===== src/rtl/atce_pkg.sv =====
`timescale 1ns / 1ps

package atce_pkg;

   localparam int ATCE_MAX_DIM_DEFAULT = 1024;

   // Configuration port
   localparam int CSR_W     = 11;
   localparam int CSR_IDX_W = 2;

   localparam logic [CSR_IDX_W-1:0] CSR_IMAGE_WIDTH  = 2'd0;
   localparam logic [CSR_IDX_W-1:0] CSR_IMAGE_HEIGHT = 2'd1;
   localparam logic [CSR_IDX_W-1:0] CSR_VIEW_COLS    = 2'd2;
   localparam logic [CSR_IDX_W-1:0] CSR_VIEW_ROWS    = 2'd3;

   localparam logic [CSR_W-1:0] IMAGE_WIDTH_RESET  = 11'd80;
   localparam logic [CSR_W-1:0] IMAGE_HEIGHT_RESET = 11'd24;
   localparam logic [CSR_W-1:0] VIEW_COLS_RESET    = 11'd80;
   localparam logic [CSR_W-1:0] VIEW_ROWS_RESET    = 11'd24;

   // Text bytes
   localparam logic [7:0] CH_ESC     = 8'h1B;
   localparam logic [7:0] CH_NL      = 8'h0A;
   localparam logic [7:0] CH_SPACE   = 8'h20;
   localparam logic [7:0] CH_TILDE   = 8'h7E;
   localparam logic [7:0] CH_QUEST   = 8'h3F;
   localparam logic [7:0] CH_LBRACK  = 8'h5B;
   localparam logic [7:0] CH_SEMI    = 8'h3B;
   localparam logic [7:0] CH_ZERO    = 8'h30;
   localparam logic [7:0] CH_TWO     = 8'h32;
   localparam logic [7:0] CH_THREE   = 8'h33;
   localparam logic [7:0] CH_FOUR    = 8'h34;
   localparam logic [7:0] CH_EIGHT   = 8'h38;
   localparam logic [7:0] CH_H       = 8'h48;
   localparam logic [7:0] CH_J       = 8'h4A;
   localparam logic [7:0] CH_M       = 8'h6D;

   // Output segments of one cell, in emission order
   localparam int SEG_COUNT = 8;
   localparam int SEG_W     = 3;

   typedef enum logic [SEG_W-1:0] {
      SEG_CLR_H  = 3'd0,
      SEG_CLR_3J = 3'd1,
      SEG_CLR_2J = 3'd2,
      SEG_NL     = 3'd3,
      SEG_FG     = 3'd4,
      SEG_BG     = 3'd5,
      SEG_GLYPH  = 3'd6,
      SEG_SGR0   = 3'd7
   } seg_type;

   typedef logic [SEG_COUNT-1:0] seg_mask_type;

   localparam int QUEUE_DEPTH = 4;
   localparam int QUEUE_AW    = 2;

   typedef struct packed {
      logic [7:0] ch;
      logic [7:0] fg_red;
      logic [7:0] fg_green;
      logic [7:0] fg_blue;
      logic [7:0] bg_red;
      logic [7:0] bg_green;
      logic [7:0] bg_blue;
   } req_payload_type;

   typedef struct packed {
      logic [7:0] out_byte;
      logic       run_end;
   } rsp_payload_type;

   typedef struct packed {
      seg_mask_type mask;
      logic [7:0]   glyph;
      logic [23:0]  fg;
      logic [23:0]  bg;
   } job_type;

   function automatic seg_type first_seg(seg_mask_type m);
      seg_type r;
      r = SEG_CLR_H;
      for (int i = SEG_COUNT - 1; i >= 0; i--) begin
         if (m[i]) begin
            r = seg_type'(i[SEG_W-1:0]);
         end
      end
      return r;
   endfunction

   function automatic seg_mask_type seg_bit(seg_type s);
      return seg_mask_type'(1) << s;
   endfunction

   // Double dabble: 8-bit binary to three BCD digits
   function automatic logic [11:0] to_bcd(logic [7:0] v);
      logic [19:0] s;
      s = {12'd0, v};
      for (int i = 0; i < 8; i++) begin
         if (s[11:8] >= 4'd5) s[11:8] = s[11:8] + 4'd3;
         if (s[15:12] >= 4'd5) s[15:12] = s[15:12] + 4'd3;
         if (s[19:16] >= 4'd5) s[19:16] = s[19:16] + 4'd3;
         s = s << 1;
      end
      return s[19:8];
   endfunction

endpackage


===== src/rtl/atce_front.sv =====
`timescale 1ns / 1ps

module atce_front import atce_pkg::*; #(
   parameter int MAX_DIM = ATCE_MAX_DIM_DEFAULT
) (
   input  logic                 clock,
   input  logic                 reset,
   input  logic                 csr_write_en,
   input  logic [CSR_IDX_W-1:0] csr_index,
   input  logic [CSR_W-1:0]     csr_wdata,
   input  logic                 req_valid,
   output logic                 req_ready,
   input  req_payload_type      req_data,
   output logic                 q_push,
   output job_type              q_data,
   input  logic                 q_ready
);

   localparam int CW = $clog2(MAX_DIM);
   localparam int DW = (CW + 1 > CSR_W) ? CW + 1 : CSR_W;

   logic [CSR_W-1:0] image_width_ff, image_height_ff, view_cols_ff, view_rows_ff;
   logic [23:0]      last_fg_ff, last_bg_ff, last_fg_in, last_bg_in;
   logic [CW-1:0]    col_ff, row_ff, col_in, row_in;

   logic [DW-1:0] w_eff, h_eff, vc_eff, last_col, x_ext, y_ext, x_inc, y_inc;
   logic [23:0]   fg, bg;
   logic          accept, row_vis, col_vis, shown, ends_row, first_cell, x_zero;
   seg_mask_type  mask;
   logic [7:0]    glyph;

   assign req_ready = q_ready;
   assign accept    = req_valid && q_ready;

   always_ff @(posedge clock) begin
      if (reset) begin
         image_width_ff  <= IMAGE_WIDTH_RESET;
         image_height_ff <= IMAGE_HEIGHT_RESET;
         view_cols_ff    <= VIEW_COLS_RESET;
         view_rows_ff    <= VIEW_ROWS_RESET;
      end else if (csr_write_en) begin
         unique case (csr_index)
            CSR_IMAGE_WIDTH:  image_width_ff  <= csr_wdata;
            CSR_IMAGE_HEIGHT: image_height_ff <= csr_wdata;
            CSR_VIEW_COLS:    view_cols_ff    <= csr_wdata;
            CSR_VIEW_ROWS:    view_rows_ff    <= csr_wdata;
            default: ;
         endcase
      end
   end

   always_comb begin
      fg = {req_data.fg_red, req_data.fg_green, req_data.fg_blue};
      bg = {req_data.bg_red, req_data.bg_green, req_data.bg_blue};

      // Clamp image size to 1..MAX_DIM
      w_eff = DW'(image_width_ff);
      if (w_eff == '0) w_eff = DW'(1);
      else if (w_eff > DW'(MAX_DIM)) w_eff = DW'(MAX_DIM);
      h_eff = DW'(image_height_ff);
      if (h_eff == '0) h_eff = DW'(1);
      else if (h_eff > DW'(MAX_DIM)) h_eff = DW'(MAX_DIM);

      vc_eff   = (view_cols_ff == '0) ? DW'(1) : DW'(view_cols_ff);
      last_col = ((w_eff < vc_eff) ? w_eff : vc_eff) - DW'(1);

      x_ext      = DW'(col_ff);
      y_ext      = DW'(row_ff);
      x_zero     = (col_ff == '0);
      first_cell = x_zero && (row_ff == '0);
      row_vis    = y_ext < DW'(view_rows_ff);
      col_vis    = x_zero || (x_ext < DW'(view_cols_ff));
      shown      = row_vis && col_vis;
      ends_row   = shown && (x_ext == last_col);

      glyph = (req_data.ch >= CH_SPACE && req_data.ch <= CH_TILDE) ? req_data.ch : CH_QUEST;

      mask             = '0;
      mask[SEG_CLR_H]  = first_cell;
      mask[SEG_CLR_3J] = first_cell && !ends_row;
      mask[SEG_CLR_2J] = first_cell;
      mask[SEG_NL]     = shown && x_zero && (row_ff != '0);
      mask[SEG_FG]     = shown && (x_zero || (req_data.ch != CH_SPACE && fg != last_fg_ff));
      mask[SEG_BG]     = shown && (x_zero || bg != last_bg_ff);
      mask[SEG_GLYPH]  = shown;
      mask[SEG_SGR0]   = ends_row;

      q_push       = accept && (mask != '0);
      q_data.mask  = mask;
      q_data.glyph = glyph;
      q_data.fg    = fg;
      q_data.bg    = bg;

      last_fg_in = last_fg_ff;
      last_bg_in = last_bg_ff;
      col_in     = col_ff;
      row_in     = row_ff;
      x_inc      = x_ext + DW'(1);
      y_inc      = y_ext + DW'(1);
      if (accept) begin
         if (mask[SEG_FG]) last_fg_in = fg;
         if (mask[SEG_BG]) last_bg_in = bg;
         if (x_inc >= w_eff) begin
            col_in = '0;
            row_in = (y_inc >= h_eff) ? '0 : y_inc[CW-1:0];
         end else begin
            col_in = x_inc[CW-1:0];
         end
      end
   end

   always_ff @(posedge clock) begin
      if (reset) begin
         last_fg_ff <= '0;
         last_bg_ff <= '0;
         col_ff     <= '0;
         row_ff     <= '0;
      end else begin
         last_fg_ff <= last_fg_in;
         last_bg_ff <= last_bg_in;
         col_ff     <= col_in;
         row_ff     <= row_in;
      end
   end

endmodule


===== src/rtl/atce_queue.sv =====
`timescale 1ns / 1ps

module atce_queue import atce_pkg::*; (
   input  logic    clock,
   input  logic    reset,
   input  logic    push,
   input  job_type push_data,
   output logic    push_ready,
   input  logic    pop,
   output job_type head,
   output logic    head_valid
);

   job_type             entry_ff [QUEUE_DEPTH];
   logic [QUEUE_AW-1:0] wr_ptr_ff, rd_ptr_ff, wr_ptr_in, rd_ptr_in;
   logic [QUEUE_AW:0]   count_ff, count_in;

   assign head       = entry_ff[rd_ptr_ff];
   assign head_valid = (count_ff != '0);
   assign push_ready = (count_ff != (QUEUE_AW + 1)'(QUEUE_DEPTH));

   always_comb begin
      wr_ptr_in = wr_ptr_ff;
      rd_ptr_in = rd_ptr_ff;
      count_in  = count_ff;
      if (push) wr_ptr_in = wr_ptr_ff + QUEUE_AW'(1);
      if (pop)  rd_ptr_in = rd_ptr_ff + QUEUE_AW'(1);
      if (push && !pop) count_in = count_ff + (QUEUE_AW + 1)'(1);
      else if (pop && !push) count_in = count_ff - (QUEUE_AW + 1)'(1);
   end

   always_ff @(posedge clock) begin
      if (push) begin
         entry_ff[wr_ptr_ff] <= push_data;
      end
   end

   always_ff @(posedge clock) begin
      if (reset) begin
         wr_ptr_ff <= '0;
         rd_ptr_ff <= '0;
         count_ff  <= '0;
      end else begin
         wr_ptr_ff <= wr_ptr_in;
         rd_ptr_ff <= rd_ptr_in;
         count_ff  <= count_in;
      end
   end

endmodule


===== src/rtl/atce_back.sv =====
`timescale 1ns / 1ps

module atce_back import atce_pkg::*; (
   input  logic            clock,
   input  logic            reset,
   input  job_type         head,
   input  logic            head_valid,
   output logic            pop,
   output logic            rsp_valid,
   input  logic            rsp_ready,
   output rsp_payload_type rsp_data
);

   logic            active_ff, active_in;
   seg_type         seg_ff, seg_in;
   logic [4:0]      idx_ff, idx_in;
   seg_mask_type    mask_ff, mask_in;
   logic [7:0]      glyph_ff, glyph_in;
   logic [23:0]     fg_ff, fg_in, bg_ff, bg_in;
   logic            rsp_valid_ff, rsp_valid_in;
   rsp_payload_type rsp_data_ff, rsp_data_in;

   logic        advance, last_byte, job_done;
   logic [7:0]  cur_byte, lead, comp, digit_ch;
   logic [23:0] rgb;
   logic [11:0] bcd;
   logic [3:0]  digit;
   seg_type     head_seg;

   assign rsp_valid = rsp_valid_ff;
   assign rsp_data  = rsp_data_ff;

   // Byte at the current position of the current segment
   always_comb begin
      lead = (seg_ff == SEG_FG) ? CH_THREE : CH_FOUR;
      rgb  = (seg_ff == SEG_FG) ? fg_ff : bg_ff;
      if (idx_ff <= 5'd9) comp = rgb[23:16];
      else if (idx_ff <= 5'd13) comp = rgb[15:8];
      else comp = rgb[7:0];
      bcd = to_bcd(comp);
      if (idx_ff == 5'd7 || idx_ff == 5'd11 || idx_ff == 5'd15) digit = bcd[11:8];
      else if (idx_ff == 5'd8 || idx_ff == 5'd12 || idx_ff == 5'd16) digit = bcd[7:4];
      else digit = bcd[3:0];
      digit_ch = CH_ZERO | {4'd0, digit};

      cur_byte  = CH_ESC;
      last_byte = 1'b0;
      unique case (seg_ff) inside
         SEG_CLR_H: begin
            last_byte = (idx_ff == 5'd2);
            unique case (idx_ff) inside
               5'd0:    cur_byte = CH_ESC;
               5'd1:    cur_byte = CH_LBRACK;
               default: cur_byte = CH_H;
            endcase
         end
         SEG_CLR_3J, SEG_CLR_2J: begin
            last_byte = (idx_ff == 5'd3);
            unique case (idx_ff) inside
               5'd0:    cur_byte = CH_ESC;
               5'd1:    cur_byte = CH_LBRACK;
               5'd2:    cur_byte = (seg_ff == SEG_CLR_3J) ? CH_THREE : CH_TWO;
               default: cur_byte = CH_J;
            endcase
         end
         SEG_NL: begin
            last_byte = 1'b1;
            cur_byte  = CH_NL;
         end
         SEG_FG, SEG_BG: begin
            last_byte = (idx_ff == 5'd18);
            unique case (idx_ff) inside
               5'd0:                       cur_byte = CH_ESC;
               5'd1:                       cur_byte = CH_LBRACK;
               5'd2:                       cur_byte = lead;
               5'd3:                       cur_byte = CH_EIGHT;
               5'd4, 5'd6, 5'd10, 5'd14:   cur_byte = CH_SEMI;
               5'd5:                       cur_byte = CH_TWO;
               5'd18:                      cur_byte = CH_M;
               default:                    cur_byte = digit_ch;
            endcase
         end
         SEG_GLYPH: begin
            last_byte = 1'b1;
            cur_byte  = glyph_ff;
         end
         SEG_SGR0: begin
            last_byte = (idx_ff == 5'd2);
            unique case (idx_ff) inside
               5'd0:    cur_byte = CH_ESC;
               5'd1:    cur_byte = CH_LBRACK;
               default: cur_byte = CH_M;
            endcase
         end
         default: ;
      endcase
   end

   always_comb begin
      advance  = active_ff && (!rsp_valid_ff || rsp_ready);
      job_done = last_byte && (mask_ff == '0);
      pop      = head_valid && (!active_ff || (advance && job_done));
      head_seg = first_seg(head.mask);

      active_in    = active_ff;
      seg_in       = seg_ff;
      idx_in       = idx_ff;
      mask_in      = mask_ff;
      glyph_in     = glyph_ff;
      fg_in        = fg_ff;
      bg_in        = bg_ff;
      rsp_valid_in = rsp_valid_ff && !rsp_ready;
      rsp_data_in  = rsp_data_ff;

      if (advance) begin
         rsp_valid_in         = 1'b1;
         rsp_data_in.out_byte = cur_byte;
         rsp_data_in.run_end  = job_done;
         if (!last_byte) begin
            idx_in = idx_ff + 5'd1;
         end else if (!job_done) begin
            seg_in  = first_seg(mask_ff);
            mask_in = mask_ff & ~seg_bit(first_seg(mask_ff));
            idx_in  = '0;
         end else begin
            active_in = 1'b0;
         end
      end

      // Take the next cell when idle or as soon as the current one has handed over its last byte
      if (pop) begin
         active_in = 1'b1;
         seg_in    = head_seg;
         mask_in   = head.mask & ~seg_bit(head_seg);
         idx_in    = '0;
         glyph_in  = head.glyph;
         fg_in     = head.fg;
         bg_in     = head.bg;
      end
   end

   always_ff @(posedge clock) begin
      if (reset) begin
         active_ff    <= 1'b0;
         seg_ff       <= SEG_CLR_H;
         idx_ff       <= '0;
         mask_ff      <= '0;
         rsp_valid_ff <= 1'b0;
      end else begin
         active_ff    <= active_in;
         seg_ff       <= seg_in;
         idx_ff       <= idx_in;
         mask_ff      <= mask_in;
         rsp_valid_ff <= rsp_valid_in;
      end
   end

   always_ff @(posedge clock) begin
      glyph_ff    <= glyph_in;
      fg_ff       <= fg_in;
      bg_ff       <= bg_in;
      rsp_data_ff <= rsp_data_in;
   end

endmodule


===== src/rtl/ansi_truecolor_cell_encoder_core.sv =====
`timescale 1ns / 1ps

// Character cell to ANSI 24-bit color text encoder.
// req_*: one cell per transfer (character and RGB fore/background), in raster
//   order; the frame position is tracked internally from image_width/height.
// rsp_*: one text byte per transfer; run_end marks the last byte of a cell.
//   Clipped cells give no bytes, except the frame clear of a frame's first cell.
// csr_*: write-only registers 0..3 (image_width, image_height, view_cols,
//   view_rows); write only while the block is idle.
// The output sequencer emits one byte per cycle unless rsp_ready holds it; a
// plain glyph is one byte, a frame start with full color sequences up to 50. The
// front classifies one cell per cycle while the queue has room, and a four-cell
// queue decouples it, so short cells stream at one per cycle while rsp_ready is
// high. A cell's first byte passes the queue entry, sequencer state and output register.
// Reset restores the register defaults (80, 24, 80, 24), clears the position
// and the remembered colors and empties the queue. When rsp_ready is low the
// current byte holds; the queue fills and then req_ready drops.
module ansi_truecolor_cell_encoder_core import atce_pkg::*; #(
   parameter int MAX_DIM = ATCE_MAX_DIM_DEFAULT
) (
   input  logic                 clock,
   input  logic                 reset,
   input  logic                 csr_write_en,
   input  logic [CSR_IDX_W-1:0] csr_index,
   input  logic [CSR_W-1:0]     csr_wdata,
   input  logic                 req_valid,
   output logic                 req_ready,
   input  req_payload_type      req_data,
   output logic                 rsp_valid,
   input  logic                 rsp_ready,
   output rsp_payload_type      rsp_data
);

   logic    q_push, q_ready, q_pop, q_valid;
   job_type q_in, q_head;

   atce_front #(
      .MAX_DIM(MAX_DIM)
   ) u_front (
      .clock        (clock),
      .reset        (reset),
      .csr_write_en (csr_write_en),
      .csr_index    (csr_index),
      .csr_wdata    (csr_wdata),
      .req_valid    (req_valid),
      .req_ready    (req_ready),
      .req_data     (req_data),
      .q_push       (q_push),
      .q_data       (q_in),
      .q_ready      (q_ready)
   );

   atce_queue u_queue (
      .clock      (clock),
      .reset      (reset),
      .push       (q_push),
      .push_data  (q_in),
      .push_ready (q_ready),
      .pop        (q_pop),
      .head       (q_head),
      .head_valid (q_valid)
   );

   atce_back u_back (
      .clock      (clock),
      .reset      (reset),
      .head       (q_head),
      .head_valid (q_valid),
      .pop        (q_pop),
      .rsp_valid  (rsp_valid),
      .rsp_ready  (rsp_ready),
      .rsp_data   (rsp_data)
   );

endmodule


===== config.mk =====
export PLATFORM = sky130hd
export DESIGN_NAME = ansi_truecolor_cell_encoder_core
export DESIGN_NICKNAME = d
export VERILOG_FILES = /design/src/rtl/atce_pkg.sv /design/src/rtl/atce_front.sv /design/src/rtl/atce_queue.sv /design/src/rtl/atce_back.sv /design/src/rtl/ansi_truecolor_cell_encoder_core.sv
export SDC_FILE = /design/constraint.sdc
export NUM_CORES = 1
export LEC_CHECK = 0
export BUFFER_PORTS_ARGS = -buffer_cell sky130_fd_sc_hd__buf_4
export CAP_MARGIN = 20
export CELL_PAD_IN_SITES_DETAIL_PLACEMENT = 1
export CELL_PAD_IN_SITES_GLOBAL_PLACEMENT = 1
export CORE_ASPECT_RATIO = 1.1
export CORE_MARGIN = 2
export CORE_UTILIZATION = 51
export CTS_CLUSTER_SIZE = 24
export DETAILED_ROUTE_END_ITERATION = 12
export PLACE_DENSITY_LB_ADDON = 0.1
export SETUP_SLACK_MARGIN = 0.3
export SYNTH_ARGS = -nofsm -noshare
export SYNTH_HDL_FRONTEND = slang
export SYNTH_SLANG_ARGS = --single-unit

===== constraint.sdc =====
create_clock -name clock -period 10.6 [get_ports clock]
set_input_delay 0.53 -clock clock [delete_from_list [all_inputs] [get_ports clock]]
set_output_delay 0.53 -clock clock [all_outputs]
set_load 0.01 [all_outputs]

; Word-level counts from Yosys, hierarchy flattened
; Memories as Yosys holds them, arrays and structs flattened. A register that Yosys moved wholly into a read port is not among the register bits.
; Index checks and enable logic that the tools add are counted.
[op_classes]
multipliers = 0
n_eq_ne = 32
shift = 2
n_reduce_logical = 66
mux = 77
div = 0
bitwise = 4
order_cmp = 29
add_sub_neg = 26
[op_table]
columns = operator, count
row1 = $mux 3, 28
row2 = $mux 11, 6
row3 = $ge 4x3->1 const B, 15
row4 = $mux 4, 15
row5 = $mux 8, 7
row6 = $pmux 8 s7, 1
row7 = $ne 24x24->1, 2
row8 = $pmux 8 s6, 1
row9 = $add 4x2->4 const B, 11
row10 = $logic_not 11->1, 3
row11 = $eq 5x4->1 const B, 6
row12 = $pmux 7 s2, 2
row13 = $mux 24, 1
row14 = $pmux 8 s3, 1
row15 = $add 10x1->11 const B, 2
row16 = $ge 11x11->1, 2
row17 = $gt 11x11->1 const B, 2
row18 = $lt 10x11->1, 2
row19 = $eq 5x3->1 const B, 4
row20 = $logic_not 10->1, 2
row21 = $mux 10, 2
row22 = $logic_and 1x1->1, 19
row23 = $and 8x8->8, 2
row24 = $not 8->8, 2
row25 = other kinds (43), 98
[totals]
in_bits = 74
memories = 1
output_inout_bits = 11
ram_bits = 256
reg_bits = 202
elab_cells = 258
rom_bits = 0
latch_bits = 0
[mem_list]
columns = name, depth, width, read_ports, rd_clocked_by_memory_dff, write_ports, line_no
row1 = u_queue.entry_ff, 4, 64, 1, 1, 1, atce_queue.sv:14  ; job_type entry_ff [QUEUE_DEPTH];

; Logic depth before layout (Yosys ltp)
[logic_depth]
ltp_word = 22
ltp_mapped = 36
mapped_depth_nobuf = 34

; Hierarchy
; From an unflattened synthesis, not the netlist that was laid out.
[hier_totals]
cells_unflattened = 1800
area_unflattened_um2 = 22237.6
[modules_own_cells]
columns = mod, seq_area_each_um2, area_each_um2, cells_each, instances
row1 = atce_queue, 7867.5, 9740.6, 379, 1
row2 = atce_front, 2242.2, 7614.8, 934, 1
row3 = atce_back, 2312.2, 4882.2, 487, 1

; Least setup slack after synthesis
; OpenSTA, ideal clock, no wires.
[synth_timing]
kind = register to register
start = reg u_back.idx_ff[0]
end = reg u_back.rsp_data_ff (netlist bit u_back.rsp_data[3]), data pin
t_required_ns = 10.450
slack_ns = 3.181
path_buffers = 1
synth_period_minus_slack_ns = 7.419
arrival_time_ns = 7.269
setup_ns = 0.150
path_stages_with_launch = 34
cell_sequence = dfxtp_1 -> ha_1 -> o21ba_2 -> a31oi_4 -> mux2_2 -> o21ai_1 -> ha_1 -> clkbuf_1 -> inv_1 -> a211oi_2 -> nor2_1 -> ha_1 -> nand2b_1 -> nor4b_1 -> a31o_1 -> or2_4 -> a221o_1 -> and2_4 -> ha_1 -> nand2b_1 -> a32oi_4 -> xnor2_2 -> ha_1 -> inv_1 -> nor2_1 -> nor3_1 -> nor3_1 -> xnor2_1 -> ha_1 -> nor2b_1 -> o31ai_2 -> mux2_4 -> or3_1 -> o211ai_2
[synth_via]
elab_chain_cells = 21
elab_cells_between_ends = 78
cone_classes = add/sub (16) / order compare (18) / eq/ne (15) / mux (23) / reduce/logical (6)
[synth_lines]
columns = item, line_no
row1 = from (decl), atce_back.sv:16  ; logic [4:0] idx_ff, idx_in;
row2 = from (signal assigned), atce_back.sv:152  ; idx_ff <= idx_in;
row3 = $le 5x4->1, atce_back.sv:38  ; else if (idx_ff <= 5'd13) comp = rgb[15:8];
row4 = $mux 8, atce_back.sv:38
row5 = $mux 8, atce_back.sv:37  ; if (idx_ff <= 5'd9) comp = rgb[23:16];
row6 = $ge 1x3->1 or $add 1x2->3 (tied branches), atce_pkg.sv:100  ; if (s[11:8] >= 4'd5) s[11:8] = s[11:8] + 4'd3;
row7 = $mux 4, atce_pkg.sv:100
row8 = $add 4x2->4 or $ge 4x3->1 (tied branches), atce_pkg.sv:100
row9 = $mux 4, atce_pkg.sv:100
row10 = "$add 4x2->4, or another cell as far along", atce_pkg.sv:100
row11 = [... 6 more ...], --
row12 = "$mux 4, on equally long branches", "atce_pkg.sv:100, atce_pkg.sv:101"
row13 = "$add 4x2->4, or another cell as far along", atce_pkg.sv:101  ; if (s[15:12] >= 4'd5) s[15:12] = s[15:12] + 4'd3;
row14 = "$mux 4, on equally long branches", "atce_pkg.sv:101, atce_pkg.sv:100"
row15 = $mux 4, atce_back.sv:42  ; else if (idx_ff == 5'd8 || idx_ff == 5'd12 || idx_ff == 5'd16) digit = bcd[7:4];
row16 = $mux 4, atce_back.sv:41  ; if (idx_ff == 5'd7 || idx_ff == 5'd11 || idx_ff == 5'd15) digit = bcd[11:8];
row17 = $pmux 8 s7, atce_back.sv:72  ; unique case (idx_ff) inside
row18 = $pmux 8 s6 *, atce_back.sv:48  ; unique case (seg_ff) inside
row19 = net u_back.cur_byte[2], atce_back.sv:24  ; logic [7:0] cur_byte, lead, comp, digit_ch;
row20 = to (signal assigned), atce_back.sv:162  ; rsp_data_ff <= rsp_data_in;
row21 = to (decl), atce_back.sv:21  ; rsp_payload_type rsp_data_ff, rsp_data_in;
; Mark *: on every way through the listed nets, which the timed path passes. The rest lies on a longest branch.
; A chain may end at the register's enable or synchronous reset.

; Final worst setup path
[layout_timing]
start = reg u_back.seg_ff[2]
end = reg u_back.rsp_data_ff (netlist bit u_back.rsp_data[3]), data pin
[layout_via]
elab_chain_cells = 22
elab_cells_between_ends = 66
cone_classes = add/sub (16) / order compare (16) / eq/ne (7) / mux (24) / reduce/logical (3)
[layout_lines]
columns = item, line_no
row1 = from (decl), atce_back.sv:15  ; seg_type seg_ff, seg_in;
row2 = from (signal assigned), atce_back.sv:151  ; seg_ff <= seg_in;
row3 = $eq 3x3->1, "atce_back.sv:35, atce_back.sv:36"
row4 = $mux 24, atce_back.sv:36  ; rgb = (seg_ff == SEG_FG) ? fg_ff : bg_ff;
row5 = $mux 8, atce_back.sv:38
row6 = $mux 8, atce_back.sv:37
row7 = $ge 1x3->1 or $add 1x2->3 (tied branches), atce_pkg.sv:100
row8 = $mux 4, atce_pkg.sv:100
row9 = $add 4x2->4 or $ge 4x3->1 (tied branches), atce_pkg.sv:100
row10 = $mux 4, atce_pkg.sv:100
row11 = [... 7 more ...], --
row12 = "$mux 4, on equally long branches", "atce_pkg.sv:100, atce_pkg.sv:101"
row13 = "$add 4x2->4, or another cell as far along", atce_pkg.sv:101
row14 = "$mux 4, on equally long branches", "atce_pkg.sv:101, atce_pkg.sv:100"
row15 = $mux 4, atce_back.sv:42
row16 = $mux 4, atce_back.sv:41
row17 = $pmux 8 s7, atce_back.sv:72
row18 = $pmux 8 s6 *, atce_back.sv:48
row19 = net u_back.cur_byte[2], atce_back.sv:24
; Marks and branches as above.

==> results_dict.tcl <==
set metrics [dict create \
    yosys_warnings 0 \
    synth-edff-count 317 \
    path_class "reg -> reg" \
    arrival_ns 9.63 \
    wl_per_cell_um 22.5 \
    grt_pass1_wl_um 88300 \
    die_h_um 221 \
    cts_tree "built" \
    power.leakage_nw 9.07 \
    end_kind "flip-flop" \
    synth_area_per_cell_um2 12.3 \
    detail-route-antenna-nets 0 \
    period_share_pct 86.6 \
    htreeDepth 2 \
    ir_drop_mv 0.220 \
    ys_types 90 \
    syn-cell-area_um2 21900 \
    n_fill_cell 4306 \
    reg2reg_from "u_back.seg_ff[2]$_SDFFE_PP0P_" \
    p_per_area_nw_per_um2 265 \
    setup_violations 0 \
    design_area_um2 24700 \
    hold_viol_final 0 \
    clock_latency_ns 0.60 \
    multi_input_area_um2 8980 \
    worst_pin_slew_ns 1.06 \
    hp-class "in -> reg" \
    power_frac_seq_pct 36.8 \
    clkPwrFrac_pct 26.7 \
    synthFlopType "edfxtp_1" \
    grtUsageTotal_pct 25.5 \
    rows 79 \
    register_area_um2 12300 \
    cts_hold_buf 0 \
    cp_max_fo 28 \
    nNetsFinal 2000 \
    antenna_found_initial 1 \
    initial_core_util_pct 51.7 \
    clockBufferDepth 3 \
    core_area_um2 42300 \
    rr_worst_depth 31 \
    async_reset_ff_share_pct 0 \
    port_buffers 84 \
    io_pins 85 \
    cap_violations 0 \
    die_area_um2 44500 \
    worst_clock_skew_ns 0.0184 \
    antenna_cells 0 \
    cts_root_buf "clkbuf_16" \
    critical-path-slowest-cell "dfxtp_1" \
    synth-seq-cells 456 \
    rsz0062_at_grt "false" \
    grt_overflow 0 \
    die_x_um 201 \
    drive_gt1_share_pct 16.0 \
    hold_path_depth 1 \
    vias_per_cell 5.80 \
    dpl_cell_area_um2 23000 \
    hold_start "req_data[14]" \
    crit_top_cell "ha_1" \
    drtIter0Drc 781 \
    p_comb_share_pct 36.5 \
    cts-buffers-inserted 48 \
    grt_pass1_vias 15300 \
    cts.reportedPaths.clkPinSlew_ns 0.06 \
    critPathRequiredTime_ns 11.04 \
    syn_to_final_growth_pct 13.0 \
    routed_wirelength_um 55300 \
    rr_endpoint "u_back.rsp_data[3]$_DFFE_PP_" \
    internal-power_mw 4.30 \
    critPathMaxStageDelay_ns 0.90 \
    drc_errors 0 \
    syn_inst 1775 \
    vias 14200 \
    status "completed" \
    worstSetupStartpointType "flip-flop" \
    fmax_mhz 109 \
    power.switching_mw 2.25 \
    gp_congestion 0.870 \
    cts_setup_buffers 0 \
    netSwitchingFraction_pct 34.4 \
    min_period_ns 9.18 \
    reg2reg_slack_ns 1.42 \
    maxSlewHeadroom_pct 29.4 \
    final_max_slew_viol_count 0 \
    cts-resized-gates 0 \
    numClockSinks 456 \
    ys_seq_area_share_pct 56.3 \
    tns_ns 0 \
    dpl.hpwl_um 37200 \
    holdPathEnd "u_queue.entry_ff[0][14]$_DFFE_PP_" \
    drt_pass1_iterations 5 \
    grt_max_degree 117 \
]
[how the worst max path moves through the flow]
| stage | from | endpoint | slack, ns | depth (start not counted) |
|---|---|---|---|---|
| 6_report | u_back.seg_ff[2]$_SDFFE_PP0P_ | u_back.rsp_data[3]$_DFFE_PP_ | 1.42 | 31 |
| 5_1_grt | u_back.seg_ff[2]$_SDFFE_PP0P_ | u_back.rsp_data[3]$_DFFE_PP_ | 0.82 | 31 |
| 4_1_cts | u_back.seg_ff[2]$_SDFFE_PP0P_ | u_back.rsp_data[3]$_DFFE_PP_ | 1.47 | 31 |
| 3_5_place_dp | u_back.seg_ff[2]$_SDFFE_PP0P_ | u_back.rsp_data[3]$_DFFE_PP_ | 1.52 | 31 |
| 3_3_place_gp | u_back.seg_ff[2]$_SDFFE_PP0P_ | u_back.rsp_data[3]$_DFFE_PP_ | 1.74 | 31 |
| 2_1_floorplan | u_back.idx_ff[0]$_SDFFE_PP0P_ | u_back.rsp_data[3]$_DFFE_PP_ | 3.18 | 33 |
[synth_stat cells, types with 58 or more instances]
master      n  share of area (%)
mux2i_1    65                3.0
nand2_1   169                2.9
inv_1      73                1.3
clkbuf_1   58                1.0
nand2b_1  109                3.1
edfxtp_1  317                 44
ha_1       77                4.4
dfxtp_1   139                 13
nor2_1     82                1.4
mux4_2     70                7.2
a21oi_1   113                2.6
[critical path, delay by kind of cell (launching register included)]
kind                     cells  cell delay (ns)
AO/OA/AOI/OAI                7             1.88
AND/OR/NAND/NOR             13             3.32
flip-flops                   1             0.90
multiplexers                 2             1.03
buffers and inverters        2             0.29
adder cells (fa/ha/maj)      5             1.22
XOR/XNOR                     2             0.36
[power groups by stage]
stage,Combinational [mW],Sequential [mW],Clock (mW)
global placement,2.28,2.43,0
finish,2.39,2.41,1.75
floorplan,1.85,2.35,0
CTS,2.41,2.42,1.78
global route,2.62,2.44,1.85
detailed placement,2.38,2.45,0
[flip-flops by register name, indices dropped and copies added (netlist names), 11 cells and up, named ones only]
| name | flops |
|---|---|
| u_front.view_rows_ff | 11 |
| u_front.image_height_ff | 11 |
| u_front.view_cols_ff | 11 |
| u_back.fg_ff | 24 |
| u_front.last_fg_ff | 24 |
| u_back.bg_ff | 24 |
| u_front.last_bg_ff | 24 |
| u_queue.entry_ff | 252 |
| u_front.image_width_ff | 11 |
[layout make-up]
cell class                      instances  area share, %
Timing Repair Buffer                  100           3.04
Multi-Input combinational cell       1167           36.4
Tap cell                              567           2.87
Clock buffer                           73           5.66
Inverter                               75           1.14
Clock inverter                         17           1.03
Sequential cell                       456           49.9
[through the flow]
stage	cells	power (mW)	hold WS (ns)	worst slack [ns]	util (%)
final	2455	6.55	0.161	1.42	58.3
after global routing	2455	6.91	0.138	0.818	58.3
after CTS	2455	6.61	0.133	1.47	58.3
after detailed placement	2365	4.83	0.450	1.52	54.4
after global placement	2364	4.71	0.449	1.74	54.4
after floorplan	1778	4.20	0.436	3.18	-
[logic make-up (layout without fill, tap and decap cells)]
logic type	Yosys count	after routing	synth area share [%]
buf+inv	155	265	2.77
fa+ha+maj	78	78	4.50
mux	146	146	10.9
xor+xnor	91	91	3.72
simple gates	553	553	12.9
flops	456	456	56.3
compound gates	295	295	8.89
other cells	1	4	0.0172
[layer usage]
metal,part of all wire [%],track usage (%),up-vias
met3,3.3,3.49,72
li1,-,-,6672
met1,43,32.3,7226
met5,0,0,-
met2,52,46.0,258
met4,2.0,6.40,0
[cells in the final DEF (no fill, tap or decap), types with 14 or more instances in the layout]
master / count
ha_1: 77
dfxtp_1: 137
buf_4: 100
mux2i_1: 65
nor4_1: 19
clkbuf_1: 17
a21oi_1: 113
o21ai_0: 41
inv_1: 73
edfxtp_1: 317
xnor2_1: 48
a21o_1: 48
and3_1: 14
nand4_1: 23
nor2_1: 82
clkbuf_16: 50
nand2_1: 169
nor3_1: 32
xor2_1: 41
nand2b_1: 109
nand3_1: 39
mux4_2: 70
(Power assumes the default switching activity.)
